==> config.mk <==
export PLATFORM = sky130hd
export DESIGN_NAME = union_find_spanning_edge_filter
export DESIGN_NICKNAME = d
export VERILOG_FILES = /design/src/hdl/ufsef_pkg.sv /design/src/hdl/ufsef_ram.sv /design/src/hdl/ufsef_dpath.sv /design/src/hdl/ufsef_ctrl.sv /design/src/hdl/union_find_spanning_edge_filter.sv
export SDC_FILE = /design/constraint.sdc
export NUM_CORES = 2
export LEC_CHECK = 0
export BUFFER_PORTS_ARGS = -buffer_cell sky130_fd_sc_hd__buf_2
export CORE_ASPECT_RATIO = 0.8
export CORE_MARGIN = 2
export CORE_UTILIZATION = 50
export CTS_CLUSTER_SIZE = 30
export DETAILED_ROUTE_END_ITERATION = 10
export PLACE_DENSITY_LB_ADDON = 0.3
export REMOVE_ABC_BUFFERS = 1
export SLEW_MARGIN = 10
export SYNTH_ARGS = -nofsm -noshare
export SYNTH_HDL_FRONTEND = slang
export SYNTH_MEMORY_MAX_BITS = 65536
export SYNTH_SLANG_ARGS = --single-unit
==> constraint.sdc <==
create_clock -name clock -period 13.41 [get_ports clock]
set_input_delay 1.341 -clock clock [delete_from_list [all_inputs] [get_ports clock]]
set_output_delay 1.341 -clock clock [all_outputs]
set_load 0.005 [all_outputs]
==> src/hdl/ufsef_pkg.sv <==
// Shared types and constants for the union-find spanning-edge filter.
`default_nettype none

package ufsef_pkg;

   localparam int CSR_ADDR_W = 3;
   localparam int CSR_DATA_W = 32;
   // register index as decoded from paddr[2]
   localparam logic CSR_TILE_INDEX = 1'b0;

   typedef struct packed {
      logic       func;
      logic [3:0] row_a;
      logic [3:0] col_a;
      logic [3:0] row_b;
      logic [3:0] col_b;
   } req_type;

   typedef struct packed {
      logic [4:0] out_row_a;
      logic [4:0] out_col_a;
      logic [4:0] out_row_b;
      logic [4:0] out_col_b;
   } rsp_type;

   localparam logic FUNC_CLEAR = 1'b0;
   localparam logic FUNC_EDGE  = 1'b1;

   typedef enum logic [1:0] {
      CUR_HOLD   = 2'd0,
      CUR_CELL_A = 2'd1,
      CUR_CELL_B = 2'd2,
      CUR_PARENT = 2'd3
   } cur_sel_type;

   typedef enum logic [2:0] {
      WR_NONE     = 3'd0,
      WR_CLEAR    = 3'd1,
      WR_COMPRESS = 3'd2,
      WR_LOSER    = 3'd3,
      WR_WINNER   = 3'd4
   } wr_sel_type;

   typedef struct packed {
      logic        load_item;
      cur_sel_type cur_sel;
      logic        take_root;
      logic        side;
      wr_sel_type  wr_sel;
      logic        clr_step;
      logic        emit;
   } cmd_type;

   typedef struct packed {
      logic func;
      logic in_range;
      logic is_root;
      logic at_root;
      logic roots_eq;
      logic clr_last;
   } status_type;

endpackage

`default_nettype wire

==> src/hdl/ufsef_ram.sv <==
// Generic simple dual-port RAM with registered read.
`default_nettype none

module ufsef_ram #(
   parameter int WIDTH = 8,
   parameter int DEPTH = 256
) (
   input  wire logic                     clock,
   input  wire logic                     wr_en,
   input  wire logic [$clog2(DEPTH)-1:0] wr_addr,
   input  wire logic [WIDTH-1:0]         wr_data,
   input  wire logic [$clog2(DEPTH)-1:0] rd_addr,
   output logic      [WIDTH-1:0]         rd_data
);

   logic [WIDTH-1:0] mem_ff [DEPTH];

   always_ff @(posedge clock) begin
      if (wr_en) begin
         mem_ff[wr_addr] <= wr_data;
      end
      rd_data <= mem_ff[rd_addr];
   end

endmodule

`default_nettype wire

==> src/hdl/ufsef_dpath.sv <==
// Datapath: item register, root walk pointer, forest memory and result register.
`default_nettype none

module ufsef_dpath #(
   parameter int GRID_SIDE = 16
) (
   input  wire logic                 clock,
   input  wire logic                 reset,
   input  wire ufsef_pkg::req_type   req_data,
   input  wire ufsef_pkg::cmd_type   cmd,
   input  wire logic [1:0]           tile_index,
   output ufsef_pkg::status_type     status,
   output ufsef_pkg::rsp_type        rsp_data
);
   import ufsef_pkg::*;

   localparam int CELL_COUNT = GRID_SIDE * GRID_SIDE;
   localparam int CW = $clog2(CELL_COUNT);
   localparam int SW = $clog2(CELL_COUNT + 1);
   localparam int EW = SW + CW;
   localparam logic [6:0]    SIDE_W    = 7'(GRID_SIDE);
   localparam logic [4:0]    SIDE_LO   = 5'(GRID_SIDE % 32);
   localparam logic [CW-1:0] LAST_CELL = CW'(CELL_COUNT - 1);

   req_type       item_ff;
   logic [CW-1:0] cur_ff, cur_in;
   logic [CW-1:0] root_a_ff, root_b_ff;
   logic [SW-1:0] size_a_ff, size_b_ff;
   logic [CW-1:0] clr_cnt_ff;
   rsp_type       rsp_ff;

   logic [CW-1:0] cell_a, cell_b, root_sel;
   logic [EW-1:0] rd_data, wr_data;
   logic [CW-1:0] rd_parent, wr_addr;
   logic [SW-1:0] rd_size, size_sum;
   logic          wr_en, a_wins;
   logic [4:0]    roff, coff;

   assign cell_a = CW'(int'(item_ff.row_a) * GRID_SIDE + int'(item_ff.col_a));
   assign cell_b = CW'(int'(item_ff.row_b) * GRID_SIDE + int'(item_ff.col_b));

   assign rd_parent = rd_data[CW-1:0];
   assign rd_size   = rd_data[EW-1:CW];
   assign root_sel  = cmd.side ? root_b_ff : root_a_ff;
   assign a_wins    = size_a_ff > size_b_ff;
   assign size_sum  = size_a_ff + size_b_ff;

   assign status.func     = item_ff.func;
   assign status.in_range = ({3'b0, item_ff.row_a} < SIDE_W) && ({3'b0, item_ff.col_a} < SIDE_W)
                         && ({3'b0, item_ff.row_b} < SIDE_W) && ({3'b0, item_ff.col_b} < SIDE_W);
   assign status.is_root  = rd_parent == cur_ff;
   assign status.at_root  = cur_ff == root_sel;
   assign status.roots_eq = root_a_ff == root_b_ff;
   assign status.clr_last = clr_cnt_ff == LAST_CELL;

   always_comb begin
      case (cmd.cur_sel)
         CUR_CELL_A: cur_in = cell_a;
         CUR_CELL_B: cur_in = cell_b;
         CUR_PARENT: cur_in = rd_parent;
         default:    cur_in = cur_ff;
      endcase
   end

   // memory entry is {size, parent}; size only means something at a root
   always_comb begin
      wr_en   = 1'b1;
      wr_addr = cur_ff;
      wr_data = {rd_size, root_sel};
      case (cmd.wr_sel)
         WR_CLEAR: begin
            wr_addr = clr_cnt_ff;
            wr_data = {SW'(1), clr_cnt_ff};
         end
         WR_COMPRESS: begin
            wr_addr = cur_ff;
            wr_data = {rd_size, root_sel};
         end
         WR_LOSER: begin
            wr_addr = a_wins ? root_b_ff : root_a_ff;
            wr_data = a_wins ? {size_b_ff, root_a_ff} : {size_a_ff, root_b_ff};
         end
         WR_WINNER: begin
            wr_addr = a_wins ? root_a_ff : root_b_ff;
            wr_data = {size_sum, wr_addr};
         end
         default: begin
            wr_en = 1'b0;
         end
      endcase
   end

   ufsef_ram #(
      .WIDTH (EW),
      .DEPTH (CELL_COUNT)
   ) u_forest (
      .clock   (clock),
      .wr_en   (wr_en),
      .wr_addr (wr_addr),
      .wr_data (wr_data),
      .rd_addr (cur_ff),
      .rd_data (rd_data)
   );

   assign roff = tile_index[1] ? SIDE_LO : 5'd0;
   assign coff = tile_index[0] ? SIDE_LO : 5'd0;

   always_ff @(posedge clock) begin
      if (reset) begin
         clr_cnt_ff <= '0;
      end else if (cmd.clr_step) begin
         clr_cnt_ff <= status.clr_last ? '0 : clr_cnt_ff + CW'(1);
      end
   end

   always_ff @(posedge clock) begin
      if (cmd.load_item) begin
         item_ff <= req_data;
      end
      cur_ff <= cur_in;
      if (cmd.take_root) begin
         if (cmd.side) begin
            root_b_ff <= cur_ff;
            size_b_ff <= rd_size;
         end else begin
            root_a_ff <= cur_ff;
            size_a_ff <= rd_size;
         end
      end
      if (cmd.emit) begin
         rsp_ff.out_row_a <= {1'b0, item_ff.row_a} + roff;
         rsp_ff.out_col_a <= {1'b0, item_ff.col_a} + coff;
         rsp_ff.out_row_b <= {1'b0, item_ff.row_b} + roff;
         rsp_ff.out_col_b <= {1'b0, item_ff.col_b} + coff;
      end
   end

   assign rsp_data = rsp_ff;

   a_union_distinct: assert property (@(posedge clock) disable iff (reset)
      (cmd.wr_sel == WR_LOSER || cmd.wr_sel == WR_WINNER) |-> (root_a_ff != root_b_ff))
      else $error("union of a set with itself");

   a_compress_not_root: assert property (@(posedge clock) disable iff (reset)
      (cmd.wr_sel == WR_COMPRESS) |-> (cur_ff != root_sel))
      else $error("path compression rewrote a root");

   a_root_from_read: assert property (@(posedge clock) disable iff (reset)
      cmd.take_root |-> status.is_root)
      else $error("root captured from a non-root entry");

endmodule

`default_nettype wire

==> src/hdl/ufsef_ctrl.sv <==
// Controller: sequences clear sweep, root walks, compression, union and emit.
`default_nettype none

module ufsef_ctrl (
   input  wire logic                   clock,
   input  wire logic                   reset,
   input  wire logic                   req_valid,
   output logic                        req_stall,
   output logic                        rsp_valid,
   input  wire logic                   rsp_stall,
   input  wire ufsef_pkg::status_type  status,
   output ufsef_pkg::cmd_type          cmd
);
   import ufsef_pkg::*;

   typedef enum logic [9:0] {
      S_IDLE         = 10'b00_0000_0001,
      S_CLEAR        = 10'b00_0000_0010,
      S_START        = 10'b00_0000_0100,
      S_FIND_RD      = 10'b00_0000_1000,
      S_FIND_CHK     = 10'b00_0001_0000,
      S_COMP_RD      = 10'b00_0010_0000,
      S_COMP_CHK     = 10'b00_0100_0000,
      S_UNITE_LOSER  = 10'b00_1000_0000,
      S_UNITE_WINNER = 10'b01_0000_0000,
      S_EMIT         = 10'b10_0000_0000
   } state_type;

   state_type state_ff, state_in;
   logic      side_b_ff, side_b_in;
   logic      rsp_valid_ff, rsp_valid_in;
   logic      out_free;

   assign out_free  = !rsp_valid_ff || !rsp_stall;
   assign req_stall = state_ff != S_IDLE;
   assign rsp_valid = rsp_valid_ff;

   always_comb begin
      state_in      = state_ff;
      side_b_in     = side_b_ff;
      rsp_valid_in  = rsp_valid_ff && rsp_stall;
      cmd           = '0;
      cmd.cur_sel   = CUR_HOLD;
      cmd.wr_sel    = WR_NONE;
      cmd.side      = side_b_ff;
      case (state_ff)
         S_IDLE: begin
            if (req_valid) begin
               cmd.load_item = 1'b1;
               state_in      = S_START;
            end
         end
         S_CLEAR: begin
            cmd.wr_sel   = WR_CLEAR;
            cmd.clr_step = 1'b1;
            if (status.clr_last) begin
               state_in = S_IDLE;
            end
         end
         S_START: begin
            if (status.func == FUNC_CLEAR) begin
               state_in = S_CLEAR;
            end else if (!status.in_range) begin
               state_in = S_IDLE;
            end else begin
               side_b_in   = 1'b0;
               cmd.cur_sel = CUR_CELL_A;
               state_in    = S_FIND_RD;
            end
         end
         S_FIND_RD: begin
            state_in = S_FIND_CHK;
         end
         S_FIND_CHK: begin
            if (status.is_root) begin
               cmd.take_root = 1'b1;
               cmd.cur_sel   = side_b_ff ? CUR_CELL_B : CUR_CELL_A;
               state_in      = S_COMP_RD;
            end else begin
               cmd.cur_sel = CUR_PARENT;
               state_in    = S_FIND_RD;
            end
         end
         S_COMP_RD: begin
            if (!status.at_root) begin
               state_in = S_COMP_CHK;
            end else if (!side_b_ff) begin
               side_b_in   = 1'b1;
               cmd.cur_sel = CUR_CELL_B;
               state_in    = S_FIND_RD;
            end else if (status.roots_eq) begin
               state_in = S_IDLE;
            end else begin
               state_in = S_UNITE_LOSER;
            end
         end
         S_COMP_CHK: begin
            cmd.wr_sel  = WR_COMPRESS;
            cmd.cur_sel = CUR_PARENT;
            state_in    = S_COMP_RD;
         end
         S_UNITE_LOSER: begin
            cmd.wr_sel = WR_LOSER;
            state_in   = S_UNITE_WINNER;
         end
         S_UNITE_WINNER: begin
            cmd.wr_sel = WR_WINNER;
            state_in   = S_EMIT;
         end
         S_EMIT: begin
            if (out_free) begin
               cmd.emit     = 1'b1;
               rsp_valid_in = 1'b1;
               state_in     = S_IDLE;
            end
         end
         default: begin
            state_in = S_IDLE;
         end
      endcase
   end

   // reset starts with a sweep that builds the singleton forest
   always_ff @(posedge clock) begin
      if (reset) begin
         state_ff     <= S_CLEAR;
         side_b_ff    <= 1'b0;
         rsp_valid_ff <= 1'b0;
      end else begin
         state_ff     <= state_in;
         side_b_ff    <= side_b_in;
         rsp_valid_ff <= rsp_valid_in;
      end
   end

   a_result_from_emit: assert property (@(posedge clock) disable iff (reset)
      $rose(rsp_valid_ff) |-> $past(state_ff == S_EMIT))
      else $error("result raised outside emit");

   a_result_not_dropped: assert property (@(posedge clock) disable iff (reset)
      $fell(rsp_valid_ff) |-> $past(!rsp_stall))
      else $error("pending result dropped");

   a_union_after_walks: assert property (@(posedge clock) disable iff (reset)
      (state_ff == S_UNITE_LOSER) |-> $past(state_ff == S_COMP_RD) && side_b_ff)
      else $error("union before both root walks");

endmodule

`default_nettype wire

==> src/hdl/union_find_spanning_edge_filter.sv <==
// Union-find spanning-edge filter, top level. One item at a time.
// Edge item: load and check, then per cell a walk to its root and a compression of the path
// walked; then 2 union writes and 1 emit, which waits while the previous result is stalled;
// a dropped edge ends after the second compression. Every hop is a registered read from
// the forest memory. Clear item: load and check, then a sweep over all GRID_SIDE*GRID_SIDE
// cells; reset runs the sweep too, tile_index resets to 0.
`default_nettype none

module union_find_spanning_edge_filter #(
   parameter int GRID_SIDE = 16
) (
   input  wire logic                                 clock,
   input  wire logic                                 reset,
   input  wire logic                                 req_valid,
   output logic                                      req_stall,
   input  wire ufsef_pkg::req_type                   req_data,
   output logic                                      rsp_valid,
   input  wire logic                                 rsp_stall,
   output ufsef_pkg::rsp_type                        rsp_data,
   input  wire logic                                 csr_psel,
   input  wire logic                                 csr_penable,
   input  wire logic                                 csr_pwrite,
   input  wire logic [ufsef_pkg::CSR_ADDR_W-1:0]     csr_paddr,
   input  wire logic [ufsef_pkg::CSR_DATA_W-1:0]     csr_pwdata,
   output logic      [ufsef_pkg::CSR_DATA_W-1:0]     csr_prdata,
   output logic                                      csr_pready
);
   import ufsef_pkg::*;

   logic [1:0] tile_ff;
   logic       tile_sel;
   cmd_type    cmd;
   status_type status;

   assign csr_pready = 1'b1;
   assign tile_sel   = csr_paddr[2] == CSR_TILE_INDEX;
   assign csr_prdata = tile_sel ? {{(CSR_DATA_W-2){1'b0}}, tile_ff} : '0;

   always_ff @(posedge clock) begin
      if (reset) begin
         tile_ff <= 2'd0;
      end else if (csr_psel && csr_penable && csr_pwrite && tile_sel) begin
         tile_ff <= csr_pwdata[1:0];
      end
   end

   ufsef_ctrl u_ctrl (
      .clock     (clock),
      .reset     (reset),
      .req_valid (req_valid),
      .req_stall (req_stall),
      .rsp_valid (rsp_valid),
      .rsp_stall (rsp_stall),
      .status    (status),
      .cmd       (cmd)
   );

   ufsef_dpath #(
      .GRID_SIDE (GRID_SIDE)
   ) u_dpath (
      .clock      (clock),
      .reset      (reset),
      .req_data   (req_data),
      .cmd        (cmd),
      .tile_index (tile_ff),
      .status     (status),
      .rsp_data   (rsp_data)
   );

endmodule

`default_nettype wire

; Word level (Yosys, flattened, before mapping)
; Memory sizes are Yosys's and may differ from the RTL's. A register that Yosys moved wholly into a read port is not among the register bits.
; Index checks and enable logic that the tools add are counted.
[totals]
ff_bits = 101
inputBits = 59
output_inout_bits = 55
elab_cells = 114
mem_count = 1
mem_bits_rw = 4352
[mem_list]
columns = memory, depth, word_bits, rd, rd_clocked_by_memory_dff, wr, line_no
row1 = u_dpath.u_forest.mem_ff, 256, 17, 1, 1, 1, ufsef_ram.sv:16  ; logic [WIDTH-1:0] mem_ff [DEPTH];
[op_classes]
eq_ne = 27
mux = 42
n_reduce_logical = 14
order_cmp = 1
n_bitwise = 2
n_addsub = 8
[ops]
columns = operator, count
row1 = one-hot mux 10 bit (10 select lines), 1
row2 = one-hot mux 17 bit (3 select lines), 1
row3 = two-way mux 8 bit, 6
row4 = one-hot mux 8 bit (3 select lines), 2
row5 = two-way mux 10 bit, 4
row6 = == test 8 bit, 3
row7 = adder 4 x 5 -> 5 bit, 4
row8 = two-way mux 17 bit, 1
row9 = adder 8 x 4 -> 8 bit, 2
row10 = two-way mux 1 bit, 15
row11 = one-hot mux 3 bit (4 select lines), 1
row12 = == test 10 x 1 -> 1 bit (second input constant), 1
row13 = == test 10 bit (second input constant), 1
row14 = == test 10 x 2 -> 1 bit (second input constant), 1
row15 = == test 10 x 3 -> 1 bit (second input constant), 1
row16 = == test 10 x 4 -> 1 bit (second input constant), 1
row17 = == test 10 x 5 -> 1 bit (second input constant), 1
row18 = == test 10 x 6 -> 1 bit (second input constant), 1
row19 = == test 10 x 7 -> 1 bit (second input constant), 1
row20 = == test 10 x 8 -> 1 bit (second input constant), 1
row21 = == test 10 x 9 -> 1 bit (second input constant), 1
row22 = two-way mux 2 bit, 5
row23 = two-way mux 5 bit, 2
row24 = != test 10 x 1 -> 1 bit (second input constant), 1
row25 = 24 further kinds, 36

; Longest topological paths before layout
[depth]
ltp_word = 7
mapped_depth = 14
ltp_nobuf = 10

; Cells and area by module
; From an unflattened synthesis, not the netlist that was laid out.
[hier_totals]
cells_unflattened = 8384
area_unflattened_um2 = 175794.9
[by_module_without_submodules]
columns = mod, seq_area_each_um2, cells_per_inst, area_per_inst_um2, instances
row1 = ufsef_ram, 131025.7, 7797, 169704.0, 1
row2 = ufsef_dpath, 2472.4, 453, 4998.5, 1
row3 = ufsef_ctrl, 240.2, 90, 739.5, 1
row4 = union_find_spanning_edge_filter, 40.0, 44, 352.8, 1

; Worst setup path before layout
; OpenSTA, ideal clock, no wires.
[synth_path]
path_kind = register to register
startpoint = register u_dpath.size_a_ff[2]
endpoint = memory u_dpath.u_forest.mem_ff[0][10] in the netlist's numbering, data pin
period_less_slack_ns = 14.387
stages_incl_launch_ff = 10
arrival_time_ns = 12.200
slack_ns = -0.977
required_time_ns = 11.223
setup_ns = 2.187
n_path_buf = 2
cell_sequence = edfxtp_1 ha_1 and4_1 nor3b_1 or3_1 buf_2 nand2_1 clkbuf_1 a21oi_1 o21ai_0
[synth_between]
elab_chain_len = 3
[synth_rtl]
columns = item, line_no
row1 = start: declaration, ufsef_dpath.sv:28  ; logic [SW-1:0] size_a_ff, size_b_ff;
row2 = start signal: assignment, ufsef_dpath.sv:127  ; size_a_ff <= rd_size;
row3 = > comparator 9 bit, ufsef_dpath.sv:45  ; assign a_wins = size_a_ff > size_b_ff;
row4 = two-way mux 17 bit, ufsef_dpath.sv:81  ; wr_data = a_wins ? {size_b_ff, root_a_ff} : {size_a_ff, root_b_ff};
row5 = one-hot mux 17 bit (3 select lines) *, ufsef_dpath.sv:70  ; case (cmd.wr_sel)
row6 = net u_dpath.u_forest.wr_data[10], ufsef_ram.sv:11  ; input wire logic [WIDTH-1:0] wr_data,
row7 = end: declaration, ufsef_ram.sv:16
; Mark *: on every way through the listed nets, which the timed path passes. The rest lies on a longest branch.

; Worst setup path after layout
[layout_path]
startpoint = register u_dpath.size_a_ff[6]
endpoint = memory u_dpath.u_forest.mem_ff[29][13] in the netlist's numbering, enable pin
[layout_between]
elab_chain_len = 3
[layout_rtl]
columns = item, line_no
row1 = > comparator 9 bit *, ufsef_dpath.sv:45
row2 = two-way mux 8 bit (on tied branches), "ufsef_dpath.sv:84, ufsef_dpath.sv:80"
row3 = one-hot mux 8 bit (3 select lines) *, ufsef_dpath.sv:70
; Every way passes the cells marked *; elsewhere a longest branch is shown, timed or not.

==> impl_metrics.csv <==
group,metric,value,unit
place,gp_congestion,0.9333,
detailed_routing,wirelength,420800,µm
floorplan,die_area,0.3489,mm²
synthesis,synth-compound-area-share,0.01331,
setup_path,cp.arrival,7.19,ns
setup_path,cp_cell_sequence,"ha_1, a21oi_1, o21ai_0, or3_1, nand2_1, a31oi_1, a211oi_2, nand3_2, buf_4, nor2_2, buf_4",
timing,skew,0.06367,ns
place,placed_area,0.1800,mm²
timing,tightest_slew,1.438,ns
finish,final.fill_count,24308,
pwr,p_leak,60.20,nW
synthesis,yosys_warnings,0,
setup_path,cp-start-kind,"flop",
floorplan,die_h,528.7,µm
timing,finalMaxSlewViolations,0,
setup_path,worst-path-buf-inv,2,
grt,grt_max_degree,209,
cts,cts_resized,0,
synthesis,synth.area.top_cells,"edfxtp_1 (77%), mux4_2 (18%), clkbuf_1 (0.59%)",
synthesis,synth_area_leader_cell,"edfxtp_1",
finish,most-common-layout-cells,"edfxtp_1 (4429), mux4_2 (1360), clkbuf_16 (428)",
grt,antenna_found_initial,20,
finish,area.growth.synth_to_final,12.35,%
finish,final_area,0.1933,mm²
setup_path,cpMostUsedCell,"buf_4",
detailed_routing,vias,80499,
job,max-cap-violations,0,
timing,max_freq,152.9,MHz
timing,fin_crit,6.541,ns
grt,grt_pass1_vias,79330,
detailed_routing,drc,0,
detailed_routing,routedWlPerCell,33.47,µm
cts,clock_latency,0.99,ns
timing,max_slew_margin,0.04119,
timing,holdWs,0.4492,ns
setup_path,crit_fanout,19,
synthesis,syn_avg_cell_area,23.77,µm²
timing,hold_viol,0,
pwr,power_density,145.9,mW/mm²
synthesis,ys_ff_latch,4468,
cts,ctsRootBufferMaster,"clkbuf_16",
setup_path,path_class,"reg2reg",
synthesis,async_flop_share,0,
cts,path_clk_slew,0.06,ns
floorplan,start_util,0.5027,
synthesis,synthCells,7239,
detailed_routing,antenna_left,0,
synthesis,yosysSeqAreaShare,0.7774,
timing,rsz0062_at_grt,"false",
finish,layout_commonest_cell,"edfxtp_1",
timing,finalSetupViolCount,0,
synthesis,synth_top_cell_area_share,0.7728,
hold_path,min_path_type,"reg2reg",
cts,holdBufCountCts,0,
synthesis,yosys.area_share.simple,0.01489,
cts,post_cts_buffers,0,
synthesis,yosysUniqueCellTypes,74,
pwr,peakVddDrop,110.5,µV
floorplan,core,0.3423,mm²
timing,min_period_over_period,0.4878,
synthesis,synthAdderAreaFrac,0.001425,
timing,tns,0,ns
synthesis,synth_xor_xnor_area_share,0.001832,
grt,grt_pass1_wl,595200,µm
synthesis,synth_top_family_by_area,"multiplexers",
pwr,finalPower,28.22,mW
floorplan,boundaryPins,114,
setup_path,critical_path.top_delay_family,"simple AND/OR/NAND/NOR gates",
cts,numCtsBuffers,422,
cts,clock_path_buffers,4,
floorplan,fp.dieW,659.9,µm
detailed_routing,vias_per_cell,6.404,
detailed_routing,drt-pass1-iter-count,6,
cts,cts_max_level,5,
place,io_buffers,50,
synthesis,synth_edf_count,4429,
finish,finalNetCount,7735,
place,hpwlAfterDp,231700,µm
detailed_routing,dr.first_iter.drc_count,11868,
setup_path,slowest_stage,"a211oi_2",
setup_path,max_stage_delay,0.91,ns
floorplan,std_cell_rows,192,
cts,cts.sinks,4468,
grt,grt_usage,0.2408,
cts,cts_tree,"done",
outcome,status,"completed",
synthesis,ys.flop_type,"edfxtp_1",
setup_path,cp_data_required_time,14.06,ns
grt,grt_overflow,0,
finish,drive_gt1_frac,0.3217,
synthesis,synthMuxAreaShare,0.1794,
synthesis,mappedNetlistArea,0.1721,mm²
setup_path,worst_setup_path_end_kind,"flop",
synthesized netlist by cell type, drive strengths merged, types with 5 or more instances:
master	number
nand3	28
a22oi	89
edfxtp	4429
a22o	34
a221oi	35
o221ai	20
dfxtp	39
nand2b	7
buf	190
nor4	17
nor3	81
or4	5
nand4	13
nand2	106
nor2b	6
clkbuf	270
or3	15
xor2	14
nor2	225
a221o	5
o21ai	35
a21oi	44
xnor2	22
o22ai	5
and4	5
and2	11
a211oi	6
ha	18
mux4	1360
inv	25
mux2i	25
cells by family after synthesis:
| group | after synthesis |
|---|---|
| other | 2 |
| muxes | 1385 |
| and+or+nand+nor | 537 |
| adders and majority gates | 19 |
| AOI/OAI and AO/OA | 307 |
| buffers and inverters | 485 |
| DFF | 4468 |
| xor gates and xnor gates | 36 |
through the flow:
| step | util | instances | setup WS (ns) |
|---|---|---|---|
| after floorplan | - | 6808 | -34.41 |
| after global placement | 0.5259 | 11790 | 7.151 |
| after detailed placement | 0.5259 | 11790 | 7.136 |
| after CTS | 0.5646 | 12554 | 7.152 |
| after global routing | 0.5648 | 12570 | 6.738 |
| final | 0.5648 | 12571 | 6.869 |
report_power, final:
group / internal [mW] / switching [mW] / total [mW]
Combinational: 0.127 / 0.844 / 0.971
Sequential: 15.7 / 0.0239 / 15.7
Clock: 6.45 / 5.06 / 11.5
Total: 22.3 / 5.93 / 28.2
routing by layer:
metal,vias up,global-route usage,routed length (µm)
met2,4354,0.3570,192800
li1,32008,-,-
met1,43525,0.3561,167300
met5,-,0,218
met4,4,0.07111,12770
met3,608,0.06297,47650
sequential cells by signal, summed over array words and instances (netlist names):
register	flops
u_dpath.item_ff	16
u_dpath.u_forest.rd_data	17
u_dpath.root_a_ff	8
u_dpath.cur_ff	8
u_dpath.clr_cnt_ff	8
u_dpath.rsp_data	18
u_dpath.u_forest.mem_ff	4352
u_ctrl.state_ff	10
u_dpath.status	1
u_dpath.size_b_ff	9
u_dpath.root_b_ff	8
u_ctrl.rsp_valid	1
u_ctrl.side_b_ff	1
tile_ff	2
u_dpath.size_a_ff	9
final timing paths:
path / cells past startpoint / from / slack, ns / end
setup reg to reg: 11 / u_dpath.size_a_ff[6] / 6.87 / u_dpath.u_forest.mem_ff[29][13]
setup / recovery: 11 / u_dpath.size_a_ff[6] / 6.87 / u_dpath.u_forest.mem_ff[29][13]
hold / removal: 0 / u_dpath.item_ff[10] / 0.45 / u_dpath.rsp_data[12]
hold reg to reg: 0 / u_dpath.item_ff[10] / 0.45 / u_dpath.rsp_data[12]
area by class of cell:
class	count	area, µm²	share of cell area
sequential	4468	133800	0.6919
multi-input combinational	2315	37220	0.1925
clock buffer	512	11050	0.05713
tap	4559	5704	0.02950
timing repair buffer	425	3277	0.01695
clock inverter	252	2192	0.01134
inverter	25	93.84	0.0004853
antenna	15	37.54	0.0001941
No activity file was read; power rests on OpenSTA's default activity.
